### src/hdl/dalmr_pkg.sv
// Shared types and constants for the axis/diagonal line rasterizer with max blending.
// Used by the walker, the address unit, the top level and the bench; depends on nothing.
package dalmr_pkg;

    // Default store geometry and pixel precision
    localparam int MAX_WIDTH_DEF      = 256;
    localparam int MAX_HEIGHT_DEF     = 256;
    localparam int INTENSITY_BITS_DEF = 16;

    // Fixed field widths
    localparam int FUNC_W   = 2;
    localparam int COORD_W  = 8;
    localparam int INT_W    = 16;
    localparam int RADDR_W  = 16;
    localparam int WIDTH_W  = 9;
    localparam int ROW_W    = 10;   // signed row, covers -512 .. 511
    localparam int CNT_W    = 9;    // pixels left in a segment, up to 256
    localparam int PROD_W   = 20;   // signed row * image_width
    localparam int S_DATA_W = 72;
    localparam int M_DATA_W = 16;
    localparam int PADDR_W  = 3;
    localparam int PDATA_W  = 32;

    // Input request packing, lowest bit first
    localparam int OFS_FUNC  = 0;
    localparam int OFS_XB    = OFS_FUNC + FUNC_W;
    localparam int OFS_YB    = OFS_XB + COORD_W;
    localparam int OFS_XE    = OFS_YB + COORD_W;
    localparam int OFS_YE    = OFS_XE + COORD_W;
    localparam int OFS_INT   = OFS_YE + COORD_W;
    localparam int OFS_RADDR = OFS_INT + INT_W;

    // Register map: index is paddr[REG_IDX_BIT]
    localparam int   REG_IDX_BIT     = 2;
    localparam logic REG_IMAGE_WIDTH = 1'b0;
    localparam logic [WIDTH_W-1:0] WIDTH_RESET = 9'd256;

    typedef enum logic [FUNC_W-1:0] {
        FUNC_CLEAR = 2'd0,
        FUNC_DRAW  = 2'd1,
        FUNC_READ  = 2'd2,
        FUNC_NONE  = 2'd3
    } func_t;

    typedef enum logic [1:0] {
        ST_SWEEP,
        ST_IDLE,
        ST_DRAW,
        ST_READ
    } state_t;

    // One pixel coordinate from the segment walker
    typedef struct packed {
        logic                      valid;
        logic [COORD_W-1:0]        x;
        logic signed [ROW_W-1:0]   row;
    } pix_t;

endpackage

### src/hdl/dalmr_addr.sv
// Address unit: row * image_width in one stage, then add column and range check.
// Depends on dalmr_pkg.
module dalmr_addr #(
    parameter int ADDR_W = 16,
    parameter int DEPTH  = 65536
) (
    input  logic                          aclk,
    input  logic                          aresetn,
    input  dalmr_pkg::pix_t               pix,
    input  logic [dalmr_pkg::WIDTH_W-1:0] image_width,
    output logic                          issue_valid,
    output logic [ADDR_W-1:0]             issue_addr,
    output logic                          busy
);

    localparam int CALC_W = (ADDR_W + 2 > dalmr_pkg::PROD_W + 1) ?
                            ADDR_W + 2 : dalmr_pkg::PROD_W + 1;

    logic                                s1_valid_reg;
    logic [dalmr_pkg::COORD_W-1:0]       s1_x_reg;
    logic signed [dalmr_pkg::PROD_W-1:0] s1_prod_reg, s1_prod_next;
    logic signed [CALC_W-1:0]            sum;
    logic                                in_range;

    // Multiply stage
    assign s1_prod_next = dalmr_pkg::PROD_W'(pix.row)
                        * dalmr_pkg::PROD_W'($signed({1'b0, image_width}));

    always_ff @(posedge aclk) begin
        if (!aresetn) begin
            s1_valid_reg <= 1'b0;
        end else begin
            s1_valid_reg <= pix.valid;
        end
    end

    always_ff @(posedge aclk) begin
        s1_x_reg    <= pix.x;
        s1_prod_reg <= s1_prod_next;
    end

    // Add column, drop addresses outside the store
    always_comb begin
        sum      = $signed({{(CALC_W-dalmr_pkg::COORD_W){1'b0}}, s1_x_reg})
                 + CALC_W'(s1_prod_reg);
        in_range = !sum[CALC_W-1] && (sum < $signed(CALC_W'(DEPTH)));
    end

    assign issue_valid = s1_valid_reg && in_range;
    assign issue_addr  = sum[ADDR_W-1:0];
    assign busy        = s1_valid_reg;

endmodule

### config.mk
export PLATFORM = sky130hd
export DESIGN_NAME = dalmr_addr
export DESIGN_NICKNAME = d
export VERILOG_FILES = /design/src/hdl/dalmr_pkg.sv /design/src/hdl/dalmr_addr.sv
export SDC_FILE = /design/constraint.sdc
export NUM_CORES = 1
export LEC_CHECK = 0
export ABC_AREA = 1
export ABC_CLOCK_PERIOD_IN_PS = 15350
export BUFFER_PORTS_ARGS = -buffer_cell sky130_fd_sc_hd__buf_2
export CORE_AREA = 2 2 101 103
export DETAILED_ROUTE_END_ITERATION = 6
export DIE_AREA = 0 0 103 105
export HOLD_SLACK_MARGIN = 0.03
export PLACE_DENSITY_LB_ADDON = 0.15
export SKIP_LAST_GASP = 1
export SLEW_MARGIN = 10
export SYNTH_ARGS = -nofsm -noshare
export SYNTH_HDL_FRONTEND = slang
export SYNTH_SLANG_ARGS = --single-unit
### constraint.sdc
create_clock -name aclk -period 15.35 [get_ports aclk]
set_input_delay 1.535 -clock aclk [delete_from_list [all_inputs] [get_ports aclk]]
set_output_delay 1.535 -clock aclk [all_outputs]
set_load 0.05 [all_outputs]
# After elaboration in Yosys (flattened, before gate mapping)
# Index checks and enable logic that the tools add are counted.
# word_totals
mem_count	0
regBits	29
elab_cells	9
input_bits	30
latchBits	0
mem_bits_ro	0
ramBits	0
# classes
n_lt_le_gt_ge	1
bitwise_logic	0
n_mux	0
add_sub_neg	1
eq_ne	0
multipliers	1
div_mod_pow	0
reduce_logical	3
shifts	0
# ops
cell	count
adder 9 x 20 -> 21 bit	1
less-than comparator 21 x 18 -> 1 bit (second input constant)	1
multiplier 10 x 10 -> 20 bit	1
logical AND 1 bit	2
logical NOT 1 bit	1

# Depth between registers and ports, before layout
# depth
ltp_word	4
mapped_depth	23

# Worst setup path before layout
# No wires, ideal clock.
# synth_timing
path_kind	input-to-reg
startpoint	in image_width[1] (netlist bit)
endpoint	reg s1_prod_reg[19] (netlist bit)
setup_ns	0.113
path_stages	21
required_ns	15.237
arrival_time_ns	6.081
setup_slack_ns	9.156
path_cell_list	clkbuf_1 -> nand2_1 -> fa_1 -> inv_1 -> fa_1 -> inv_1 -> fa_1 -> inv_1 -> fa_1 -> inv_1 -> fa_1 -> inv_1 -> ha_1 -> a21oi_1 -> o21ai_0 -> a21oi_1 -> nand2_1 -> nor2_1 -> inv_1 -> nand2_1 -> nand2_1
# synth_between
elab_chain_cells	1
# synth_lines
item	line	source
start, declared	dalmr_addr.sv:10	input logic [dalmr_pkg::WIDTH_W-1:0] image_width,
multiplier 10 x 10 -> 20 bit	dalmr_addr.sv:27	* dalmr_pkg::PROD_W'($signed({1'b0, image_width}));
named net s1_prod_next (one bit)	dalmr_addr.sv:21	logic signed [dalmr_pkg::PROD_W-1:0] s1_prod_reg, s1_prod_next;
end signal, assigned	dalmr_addr.sv:39	s1_prod_reg <= s1_prod_next;
end, declared	dalmr_addr.sv:21	
# The timed path passes the listed nets, and every way through them passes these cells.
# A chain may end at the register's enable or synchronous reset.

# Worst setup path in the final report
# Ends and elaborated chain as after synthesis.

==> impl_metrics.csv <==
group,metric,value,unit
power_and_ir_drop,cellPowerDensity,212,nW/um2
cts,cts-hold-fix-buffers,0,
synth,synth.cell_area,5180,um2
sta,hold_ws,1350,ps
synth,post_synth_top_area_share,31.3,%
cells_and_area,drive_gt1_share,11.5,%
sta,grt_setup_unrepaired,"false",
global_routing,grt_max_degree,11,
critical_path,critical_path_peak_fanout,10,
power_and_ir_drop,vdd_drop_max,0.125,mV
routing,postRouteWirelength,10300,um
routing,drt-vias-per-instance,4.80,
critical_path,critPathLaunchType,"input port",
synth,synth_seq_cells,29,
routing,post-route-drc-count,0,
routing,initialDrtViolationCount,122,
synth,synth_top_area_cell,"sky130_fd_sc_hd__fa_1",
cells_and_area,multi_input_area,3780,um2
cells_and_area,final_core_utilization,58.0,%
place,detailedPlace.worstSlack,8920,ps
synth,mappedNetlistNets,840,
synth,synthDistinctLibCells,37,
routing,wire_per_inst,12.2,um
global_routing,global_route_usage_over_all_layers,22.1,%
power_and_ir_drop,fin_total_pwr,0.00119,W
place,detailed_place_hpwl,9040,um
critical_path,worst_setup_path_end_kind,"register",
sta,finalHoldViolCount,0,
sta,worst-slew-pin-transition,341,ps
global_routing,first_global_vias,4459,
floorplanning,dieArea,10800,um2
sta,setup_tns,0,ps
cells_and_area,mostFrequentLayoutCell,"sky130_fd_sc_hd__inv_1",
place,globalplace.congestion,0.850,
cells_and_area,nets,875,
cts,cts_buffers,5,
synth,synth.area.top_cells,"sky130_fd_sc_hd__fa_1 31%, sky130_fd_sc_hd__inv_1 14%, sky130_fd_sc_hd__ha_1 13%",
cts,htree_levels,2,
synth,avgSynthCellArea,7.66,um2
cells_and_area,commonest_cells_after_routing_fill_and_taps_aside,"194 x sky130_fd_sc_hd__inv_1, 167 x sky130_fd_sc_hd__nand2_1, 81 x sky130_fd_sc_hd__fa_1",
synth,synth_sequential_area_ratio,11.2,%
worst_hold_path,worst_min_path_class,"input port to register",
global_routing,global_route.usage.met3,2.88,%
synth,syn-instance-count,676,
cts,cts_num_sinks,29,
critical_path,cp.buffers_inverters,7,
synth,synthFlopType,"sky130_fd_sc_hd__dfxtp_1",
floorplanning,row_count,36,
routing,routed-via-count,4056,
global_routing,globalRouteMet2Util,40.1,%
floorplanning,die_h,105,um
global_routing,global_route.usage.met1,26.4,%
routing,antenna_violating_nets_post_route,0,
place,placement.io_buffers,47,
cts,post_cts_resized,0,
cells_and_area,layout-area-overhead-vs-synth,7.90,%
critical_path,cpMaxStageDelayCell,"sky130_fd_sc_hd__fa_1",
cells_and_area,insertedDiodeCount,0,
cts,cts.path.max_buffers,2,
cts,tritoncts,"done",
routing,detail_route.first_pass.iterations,4,
power_and_ir_drop,power_leakage,3.42,nW
synth,synth_enable_flop_cells,0,
sta,final-max-slew-violation-count,0,
cells_and_area,fillCellCount,965,
cells_and_area,max_ffs_per_register,20,
floorplanning,starting_density_of_the_core,53.7,%
global_routing,grt.overflow.total,0,
cells_and_area,layout.area.seq,581,um2
sta,final.period_utilization,40.0,%
critical_path,cp_data_required_time,15530,ps
cts,clk_transition_reported_paths,70,ps
run_status,status,"finished, final reports clean",
floorplanning,i_o_pins,48,
synth,ys_async_sr_fraction,0,%
critical_path,worstPathArrival,6320,ps
sta,relSlewSlack,77.0,%
sta,max_freq,163,MHz
critical_path,critPathMaxStageDelay,680,ps
cts,postCtsSetupBuffers,0,
critical_path,worstSetupPathType,"input port to register",
floorplanning,chipWidth,103,um
synth,synthesis.yosys.warnings,0,
floorplanning,floorplan.core_area,9640,um2
global_routing,grt_pass1_wl,19200,um
critical_path,timing.critical_path.cells,"buf_2 > nand2_1 > fa_1 > inv_1 > fa_1 > inv_1 > fa_1 > inv_1 > fa_1 > inv_1 > fa_1 > inv_1 > ha_1 > a21oi_1 > o21ai_0 > a21oi_1 > nand2_1 > nor2_1 > inv_1 > nand2_1 > nand2_1",
sta,worst_slack,9210,ps
sta,timing.final.crit_period,6140,ps
flow_run,drv_cap,0,
global_routing,grt_busiest_layer,"met2",
sta,setup_violations,0,
global_routing,antenna_found_initial,0,
critical_path,crit_top_cell,"sky130_fd_sc_hd__inv_1",
critical_path,cp_top_family,"adder cells",
cts,ctsRootBufferMaster,"sky130_fd_sc_hd__clkbuf_8",
## worst paths after layout
kind | to | from | cells past startpoint | slack [ps]
hold / removal | s1_x_reg[6]$_DFF_P_ | pix[16] | 1 | 1350
setup / recovery | s1_prod_reg[19]$_DFF_P_ | image_width[1] | 21 | 9210
## synthesized netlist by cell type (2+ instances only)
cell                         n
sky130_fd_sc_hd__inv_1     194
sky130_fd_sc_hd__nand2_1   167
sky130_fd_sc_hd__fa_1       81
sky130_fd_sc_hd__ha_1       53
sky130_fd_sc_hd__dfxtp_1    29
sky130_fd_sc_hd__a21oi_1    23
sky130_fd_sc_hd__nor2_1     18
sky130_fd_sc_hd__clkbuf_1   17
sky130_fd_sc_hd__nand3_1    16
sky130_fd_sc_hd__xor2_1     16
sky130_fd_sc_hd__xnor2_1    11
sky130_fd_sc_hd__o21ai_0     9
sky130_fd_sc_hd__a21oi_2     4
sky130_fd_sc_hd__nand2_2     4
sky130_fd_sc_hd__nand3_2     3
sky130_fd_sc_hd__o21ai_2     3
sky130_fd_sc_hd__a21boi_1    2
sky130_fd_sc_hd__a21boi_2    2
sky130_fd_sc_hd__a21o_1      2
sky130_fd_sc_hd__buf_4       2
sky130_fd_sc_hd__inv_2       2
sky130_fd_sc_hd__nor2_2      2
sky130_fd_sc_hd__o21bai_2    2
## layer usage
metal	vias up	share of wire [%]
met5	-	0
met4	0	2.8
met3	28	3.4
met2	82	53
met1	1924	41
li1	2022	-
## kinds of logic after synthesis
family / Yosys count / share of synthesized area [%]
adders and majority gates: 134 / 44.1
and+or+nand+nor: 219 / 17.8
xor gates and xnor gates: 28 / 4.88
AOI/OAI and AO/OA: 51 / 6.26
DFF: 29 / 11.2
buffers and inverters: 215 / 15.7
## power breakdown
group          switching, W  internal [W]
clock network     0.0000298     0.0000312
registers         0.0000175      0.000112
logic              0.000652      0.000346
total              0.000699      0.000488
## per-stage QoR
stage	instance area, um2	cells
4_1_cts	5590	845
3_3_place_gp	5500	837
2_1_floorplan	5180	676
6_report	5590	845
5_1_grt	5590	845
3_5_place_dp	5500	837
## final cells by class
type                    count  share of cell area [%]
well taps                 133                    2.98
clock inverters             3                   0.313
flip-flops and latches     29                    10.4
inverters                 196                    13.2
clock buffers               5                    1.23
repair buffers             47                    4.21
multi-input cells         432                    67.7
No activity file was read; power rests on OpenSTA's default activity.
