===== src/hdl/dalmr_pkg.sv =====
// Shared types and constants for the axis/diagonal line rasterizer with max blending.
// Used by the walker, the address unit, the top level and the bench; depends on nothing.
package dalmr_pkg;

    // Default store geometry and pixel precision
    localparam int MAX_WIDTH_DEF      = 256;
    localparam int MAX_HEIGHT_DEF     = 256;
    localparam int INTENSITY_BITS_DEF = 16;

    // Fixed field widths
    localparam int FUNC_W   = 2;
    localparam int COORD_W  = 8;
    localparam int INT_W    = 16;
    localparam int RADDR_W  = 16;
    localparam int WIDTH_W  = 9;
    localparam int ROW_W    = 10;   // signed row, covers -512 .. 511
    localparam int CNT_W    = 9;    // pixels left in a segment, up to 256
    localparam int PROD_W   = 20;   // signed row * image_width
    localparam int S_DATA_W = 72;
    localparam int M_DATA_W = 16;
    localparam int PADDR_W  = 3;
    localparam int PDATA_W  = 32;

    // Input request packing, lowest bit first
    localparam int OFS_FUNC  = 0;
    localparam int OFS_XB    = OFS_FUNC + FUNC_W;
    localparam int OFS_YB    = OFS_XB + COORD_W;
    localparam int OFS_XE    = OFS_YB + COORD_W;
    localparam int OFS_YE    = OFS_XE + COORD_W;
    localparam int OFS_INT   = OFS_YE + COORD_W;
    localparam int OFS_RADDR = OFS_INT + INT_W;

    // Register map: index is paddr[REG_IDX_BIT]
    localparam int   REG_IDX_BIT     = 2;
    localparam logic REG_IMAGE_WIDTH = 1'b0;
    localparam logic [WIDTH_W-1:0] WIDTH_RESET = 9'd256;

    typedef enum logic [FUNC_W-1:0] {
        FUNC_CLEAR = 2'd0,
        FUNC_DRAW  = 2'd1,
        FUNC_READ  = 2'd2,
        FUNC_NONE  = 2'd3
    } func_t;

    typedef enum logic [1:0] {
        ST_SWEEP,
        ST_IDLE,
        ST_DRAW,
        ST_READ
    } state_t;

    // One pixel coordinate from the segment walker
    typedef struct packed {
        logic                      valid;
        logic [COORD_W-1:0]        x;
        logic signed [ROW_W-1:0]   row;
    } pix_t;

endpackage


===== src/hdl/dalmr_walk.sv =====
// Segment walker: orders endpoints, classifies the segment, emits one pixel per cycle.
// Depends on dalmr_pkg.
module dalmr_walk (
    input  logic                          aclk,
    input  logic                          aresetn,
    input  logic                          start,
    input  logic [dalmr_pkg::COORD_W-1:0] x_begin,
    input  logic [dalmr_pkg::COORD_W-1:0] y_begin,
    input  logic [dalmr_pkg::COORD_W-1:0] x_end,
    input  logic [dalmr_pkg::COORD_W-1:0] y_end,
    output dalmr_pkg::pix_t               pix,
    output logic                          busy
);

    logic [dalmr_pkg::COORD_W-1:0]      bx, by, ex, ey, lo, hi, span;
    logic                               swap, horiz, vert, rising;
    logic [dalmr_pkg::COORD_W-1:0]      x_reg, x_next, x_init;
    logic signed [dalmr_pkg::ROW_W-1:0] row_reg, row_next, row_init;
    logic [dalmr_pkg::CNT_W-1:0]        cnt_reg, cnt_next, cnt_init;
    logic                               dx_reg, dx_next, dx_init;
    logic                               up_reg, up_next, up_init;
    logic                               dn_reg, dn_next, dn_init;

    // Order by column and classify
    always_comb begin
        swap   = x_end < x_begin;
        bx     = swap ? x_end   : x_begin;
        by     = swap ? y_end   : y_begin;
        ex     = swap ? x_begin : x_end;
        ey     = swap ? y_begin : y_end;
        horiz  = by == ey;
        vert   = (bx == ex) && !horiz;
        rising = by < ey;
        lo     = rising ? by : ey;
        hi     = rising ? ey : by;
        span   = ex - bx;

        x_init = bx;
        if (horiz) begin
            row_init = $signed({2'b00, ey});
            dx_init  = 1'b1;
            up_init  = 1'b0;
            dn_init  = 1'b0;
            cnt_init = {1'b0, span};
        end else if (vert) begin
            row_init = $signed({2'b00, lo});
            dx_init  = 1'b0;
            up_init  = 1'b1;
            dn_init  = 1'b0;
            cnt_init = {1'b0, hi - lo};
        end else begin
            row_init = $signed({2'b00, by});
            dx_init  = 1'b1;
            up_init  = rising;
            dn_init  = !rising;
            cnt_init = {1'b0, span} + 9'd1;
        end
    end

    // Load on start, advance one pixel while pixels remain
    always_comb begin
        x_next   = x_reg;
        row_next = row_reg;
        cnt_next = cnt_reg;
        dx_next  = dx_reg;
        up_next  = up_reg;
        dn_next  = dn_reg;
        if (start) begin
            x_next   = x_init;
            row_next = row_init;
            cnt_next = cnt_init;
            dx_next  = dx_init;
            up_next  = up_init;
            dn_next  = dn_init;
        end else if (cnt_reg != '0) begin
            x_next   = x_reg + {{(dalmr_pkg::COORD_W-1){1'b0}}, dx_reg};
            if (up_reg) begin
                row_next = row_reg + 10'sd1;
            end else if (dn_reg) begin
                row_next = row_reg - 10'sd1;
            end
            cnt_next = cnt_reg - 9'd1;
        end
    end

    always_ff @(posedge aclk) begin
        if (!aresetn) begin
            cnt_reg <= '0;
        end else begin
            cnt_reg <= cnt_next;
        end
    end

    always_ff @(posedge aclk) begin
        x_reg   <= x_next;
        row_reg <= row_next;
        dx_reg  <= dx_next;
        up_reg  <= up_next;
        dn_reg  <= dn_next;
    end

    assign pix.valid = cnt_reg != '0;
    assign pix.x     = x_reg;
    assign pix.row   = row_reg;
    assign busy      = cnt_reg != '0;

endmodule


===== config.mk =====
export PLATFORM = sky130hd
export DESIGN_NAME = dalmr_walk
export DESIGN_NICKNAME = d
export VERILOG_FILES = /design/src/hdl/dalmr_pkg.sv /design/src/hdl/dalmr_walk.sv
export SDC_FILE = /design/constraint.sdc
export NUM_CORES = 1
export LEC_CHECK = 0
export BUFFER_PORTS_ARGS = -buffer_cell sky130_fd_sc_hd__buf_2
export CAP_MARGIN = 40
export CORE_ASPECT_RATIO = 1.2
export CORE_MARGIN = 3
export CORE_UTILIZATION = 60
export CTS_CLUSTER_SIZE = 40
export DETAILED_ROUTE_END_ITERATION = 8
export GPL_ROUTABILITY_DRIVEN = 0
export GPL_TIMING_DRIVEN = 0
export PLACE_DENSITY = 0.87
export SLEW_MARGIN = 15
export SYNTH_ARGS = -nofsm -noshare
export SYNTH_HDL_FRONTEND = slang
export SYNTH_SLANG_ARGS = --single-unit

===== constraint.sdc =====
create_clock -name aclk -period 5.1 [get_ports aclk]
set_input_delay 0 -clock aclk [delete_from_list [all_inputs] [get_ports aclk]]
set_output_delay 0 -clock aclk [all_outputs]
set_load 0.01 [all_outputs]

Yosys cells after proc, flatten, opt, wreduce, memory -nomap -nowiden. Cells that the tools add are included.

Add/sub/neg operators: 7. $lt $le $gt $ge: 2. Equality and inequality tests: 2. Mux-type cells: 20. Reduce and logical (&&, ||, !) cells: 8.

Operators with widths (count): 2-to-1 mux 8 bit (10); 2-to-1 mux 10 bit (4); 2-to-1 mux 9 bit (4); == test 8 bit (2); less-than comparator 8 bit (2); subtractor 8 bit (2); adder 10 x 2 -> 10 bit, second input constant (1); subtractor 10 x 2 -> 10 bit, second input constant (1); adder 8 x 1 -> 9 bit, second input constant (1); nonzero test 9 bit (1); subtractor 9 x 1 -> 9 bit, second input constant (1); adder 8 x 1 -> 8 bit (1); nonzero test 3 bit (1); zero test 1 bit (2); 2-to-1 mux 1 bit (2); AND reduction 2 bit (1); nonzero test 2 bit (1); OR reduction 2 bit (1); logical AND 1 bit (1).

Register bits after elaboration: 30. Bits of input ports: 35. Output and inout bits: 20.

Depth between registers and ports, before layout.
Depth after elaboration: 8. Gate-level depth with buffers: 18. Gate-level depth less buffers: 16.

Worst setup path after synthesis. OpenSTA, ideal clock, no wires.

Path type: input-to-reg. From: input x_begin[5] (netlist name). To: register cnt_reg[5] (netlist name). Library setup time: 135 ps. Data arrival time: 2795 ps. Slack: 2170 ps. Stages: 16. Cell sequence: inv_1 > ha_1 > and4_1 > buf_2 > o21a_1 > buf_6 > o211a_1 > a21oi_1 > ha_1 > a22oi_1 > o211ai_1 > o41ai_2 > nand2_1 > nor4_4 > mux2i_1 > a31oi_1.

Word-level cells in the longest chain between the ends: 8.

Ends and longest elaborated chain: start, declared (line dalmr_walk.sv:7) `input logic [dalmr_pkg::COORD_W-1:0] x_begin,`; less-than comparator 8 bit (line dalmr_walk.sv:26) `swap = x_end < x_begin;`; 2-to-1 mux 8 bit (on tied branches) (line dalmr_walk.sv:28, dalmr_walk.sv:30); less-than comparator 8 bit or == test 8 bit (tied branches) (line dalmr_walk.sv:33, dalmr_walk.sv:31); 2-to-1 mux 8 bit (tied with other cells) (line dalmr_walk.sv:35) `hi = rising ? ey : by;`; subtractor 8 bit or logical AND 1 bit (tied branches) (line dalmr_walk.sv:50, dalmr_walk.sv:32); 2-to-1 mux 9 bit (line dalmr_walk.sv:45) `end else if (vert) begin`; 2-to-1 mux 9 bit (*) (line dalmr_walk.sv:39) `if (horiz) begin`; 2-to-1 mux 9 bit (*) (line dalmr_walk.sv:68) `if (start) begin`; end signal, assigned (line dalmr_walk.sv:90) `cnt_reg <= cnt_next;`; end, declared (line dalmr_walk.sv:19) `logic [dalmr_pkg::CNT_W-1:0] cnt_reg, cnt_next, cnt_init;`.

Every way passes the cells marked *; elsewhere a longest branch is shown, timed or not. A chain may end at the register's enable or synchronous reset.

Worst setup path after layout.
From: input x_begin[1] (netlist name). To: register cnt_reg[8] (netlist name).

Word-level cells in the longest chain between the ends: 8.

Ends and longest elaborated chain (line): branches (longest 6 deep; another with adder 8 x 1 -> 9 bit); 2-to-1 mux 9 bit (*) (dalmr_walk.sv:39); 2-to-1 mux 9 bit (*) (dalmr_walk.sv:68).

Mark *: on every way between the ends.

==> out/metrics.cfg <==
[status]
status=finished clean

[critical_path]
cpMostUsedCell=a21oi_1
path_class=in -> reg
worstPathArrival_ns=3.53
crit_fanout=6
crit_path_start=x_begin[1]
worstSetupStartpointType=input port
slowest_stage=o21ai_0
crit_buf_inv=2
max_stage_delay_ns=0.42
crit_path_end_kind=register
crit_chain=buf_2 > inv_1 > ha_1 > nor2b_4 > o31a_4 > o21ai_0 > a21oi_1 > ha_1 > a22oi_1 > o211ai_1 > o41ai_2 > nand2_1 > a21oi_1 > nand4b_1 > a21oi_1
path_delay_family=compound AO/OA/AOI/OAI gates
r2r_start=cnt_reg[2]$_SDFFE_PN0P_
critPathRequiredTime_ns=5.31

[power_and_ir_drop]
leakage_nw=1.813
ir_drop_mv=0.1912
cellPowerDensity_mw_per_mm2=334.9

[routing]
wirelength_mm=9.589
vias=3811
viasPerCell=6.227
wire_per_inst_um=15.67
drc=0
ant_nets=0
drtPass1Iterations=5
drtIter0Drc=290

[floorplanning]
core_sq_mm=0.005818
initial_utilization_pct=63.78
die_x_um=77.80
die_h_um=92.15
ioPinCount=55
dieArea_sq_mm=0.007169
rows=30

[sta]
finalHoldViolations=0
slew_headroom_pct=47.31
tightestPinTransition_ns=0.7831
fmax_mhz=301.3
maxSlewViolCount=0
timing.hold.ws_ns=0.01738
setup_ws_ns=1.781
fin_crit_sh_pct=65.08
finalSetupTns_ns=0
min_period_ns=3.319
rsz0062_at_grt=no
finalSetupViolCount=0
clock_skew_ns=0.001593

[final_layout]
drive_gt1_share_pct=16.92
fin_nets=588
final_cells=612
largest_reg_flops=10
antennaDiodeCount=0
final_util_pct=71.94
area_growth_pct=12.78

[cts]
root_buffer=clkbuf_8
clkTransAtPathRegs_ns=0.06
numCtsBuffers=5
post_cts_buffers=0
cts_tree=done
clock-sinks=30
cts_max_level=2
clockBufferDepth=2
clk_latency_ns=0.28

[worst_hold_path]
hp-start=aresetn
hold_path.class=in -> reg

[placement]
place_hpwl_mm=7.600
dpl.cell_count=603
dp_slack_ns=1.564
io_buffers=53

[grt]
grt_remaining_overflow=0
grt_pass1_vias=3428
antenna_found_initial=0
grt_max_degree=11
grt_usage_pct=25.95
grt_first_pass_wirelength_mm=15.28

[synthesis]
syn-cell-area_sq_mm=0.003711
synth_seq_cells=30
synthTopCellsByArea=edfxtp_1, ha_1, dfxtp_1
synth_nets=526
synth_seq_area_share_pct=21.85
yosys.area.top_type=edfxtp_1
synthCells=469
ys_warn_count=0
async_flop_share_pct=0
synth_edf_count=21
yosys-top-cells-count=nor2_1, nand2_1, inv_1
ys.flop_type=edfxtp_1
syn_avg_cell_area_sq_um=7.913
yosys.area.top_type_share_pct=16.99
yosysMostFrequentCell=nor2_1
synth_cell_types=77

[run]
maxCapViolCount=0

==> repair_timing <==
| item | 4_1_cts | 5_1_grt |
|---|---|---|
| gates resized for setup | 0 | 0 |
| hold buffers | 1 | 0 |
| endpoints found under the hold margin | 3 | 0 |
==> placed cells by master, fill, tap and decap left out, types with 5 or more instances in the layout <==
cell type	count
a21oi_1	29
a31oi_1	9
and3_1	7
buf_2	56
clkbuf_1	12
clkbuf_8	6
dfxtp_1	9
edfxtp_1	21
ha_1	21
inv_1	31
maj3_1	6
mux2i_1	18
nand2_1	45
nand2b_1	13
nand3_1	12
nor2_1	48
nor3_1	13
nor4_1	6
o211ai_1	9
o21ai_0	17
o21bai_1	8
or3_1	5
xnor2_1	19
xor2_1	12
==> final timing paths <==
path / end / slack (ns) / depth (start not counted)
hold / removal: cnt_reg[0]$_SDFFE_PN0P_ / 0.02 / 2
hold reg to reg: cnt_reg[8]$_SDFFE_PN0P_ / 0.61 / 2
setup / recovery: cnt_reg[8]$_SDFFE_PN0P_ / 1.78 / 15
setup reg to reg: cnt_reg[4]$_SDFFE_PN0P_ / 2.13 / 9
==> final cells by class <==
cell class | instances | area [sq um]
Tap cell | 80 | 100.1
Inverter | 31 | 116.4
Timing Repair Buffer | 55 | 282.8
Clock buffer | 7 | 86.33
Sequential cell | 30 | 810.8
Buffer | 18 | 93.84
Clock inverter | 1 | 5.005
Multi-Input combinational cell | 390 | 2690
Fill cell | 479 | 1633
==> power breakdown <==
part	switching [W]	internal, W	total, W
clock	0.0000876	0.000109	0.000196
sequential	0.0000554	0.000356	0.000411
combinational	0.000446	0.000348	0.000794
total	0.000589	0.000812	0.00140
==> routing by layer <==
layer  track usage, %  share of wire [%]  up-vias
li1                 -                  -     1860
met1            33.88                 43     1785
met2            43.71                 48      144
met3            3.045                6.4       22
met4            9.347                1.6        0
met5                0                  0        -
==> metrics by stage <==
stage | instance area [sq um] | power [W]
floorplan | 3711 | 0.0009898
global placement | 4076 | 0.001158
detailed placement | 4084 | 0.001191
CTS | 4185 | 0.001394
global route | 4185 | 0.001506
finish | 4185 | 0.001401
==> cell families (layout without fill, tap and decap cells) <==
group	Yosys count	in the layout	share of synthesized area (%)
simple gates	187	187	26.60
compound gates	124	124	23.87
buf+inv	49	112	5.664
xor+xnor	31	31	7.316
flops	30	30	21.85
fa+ha+maj	28	28	9.238
mux	20	20	5.462
Power figures use the tool's default switching activity.
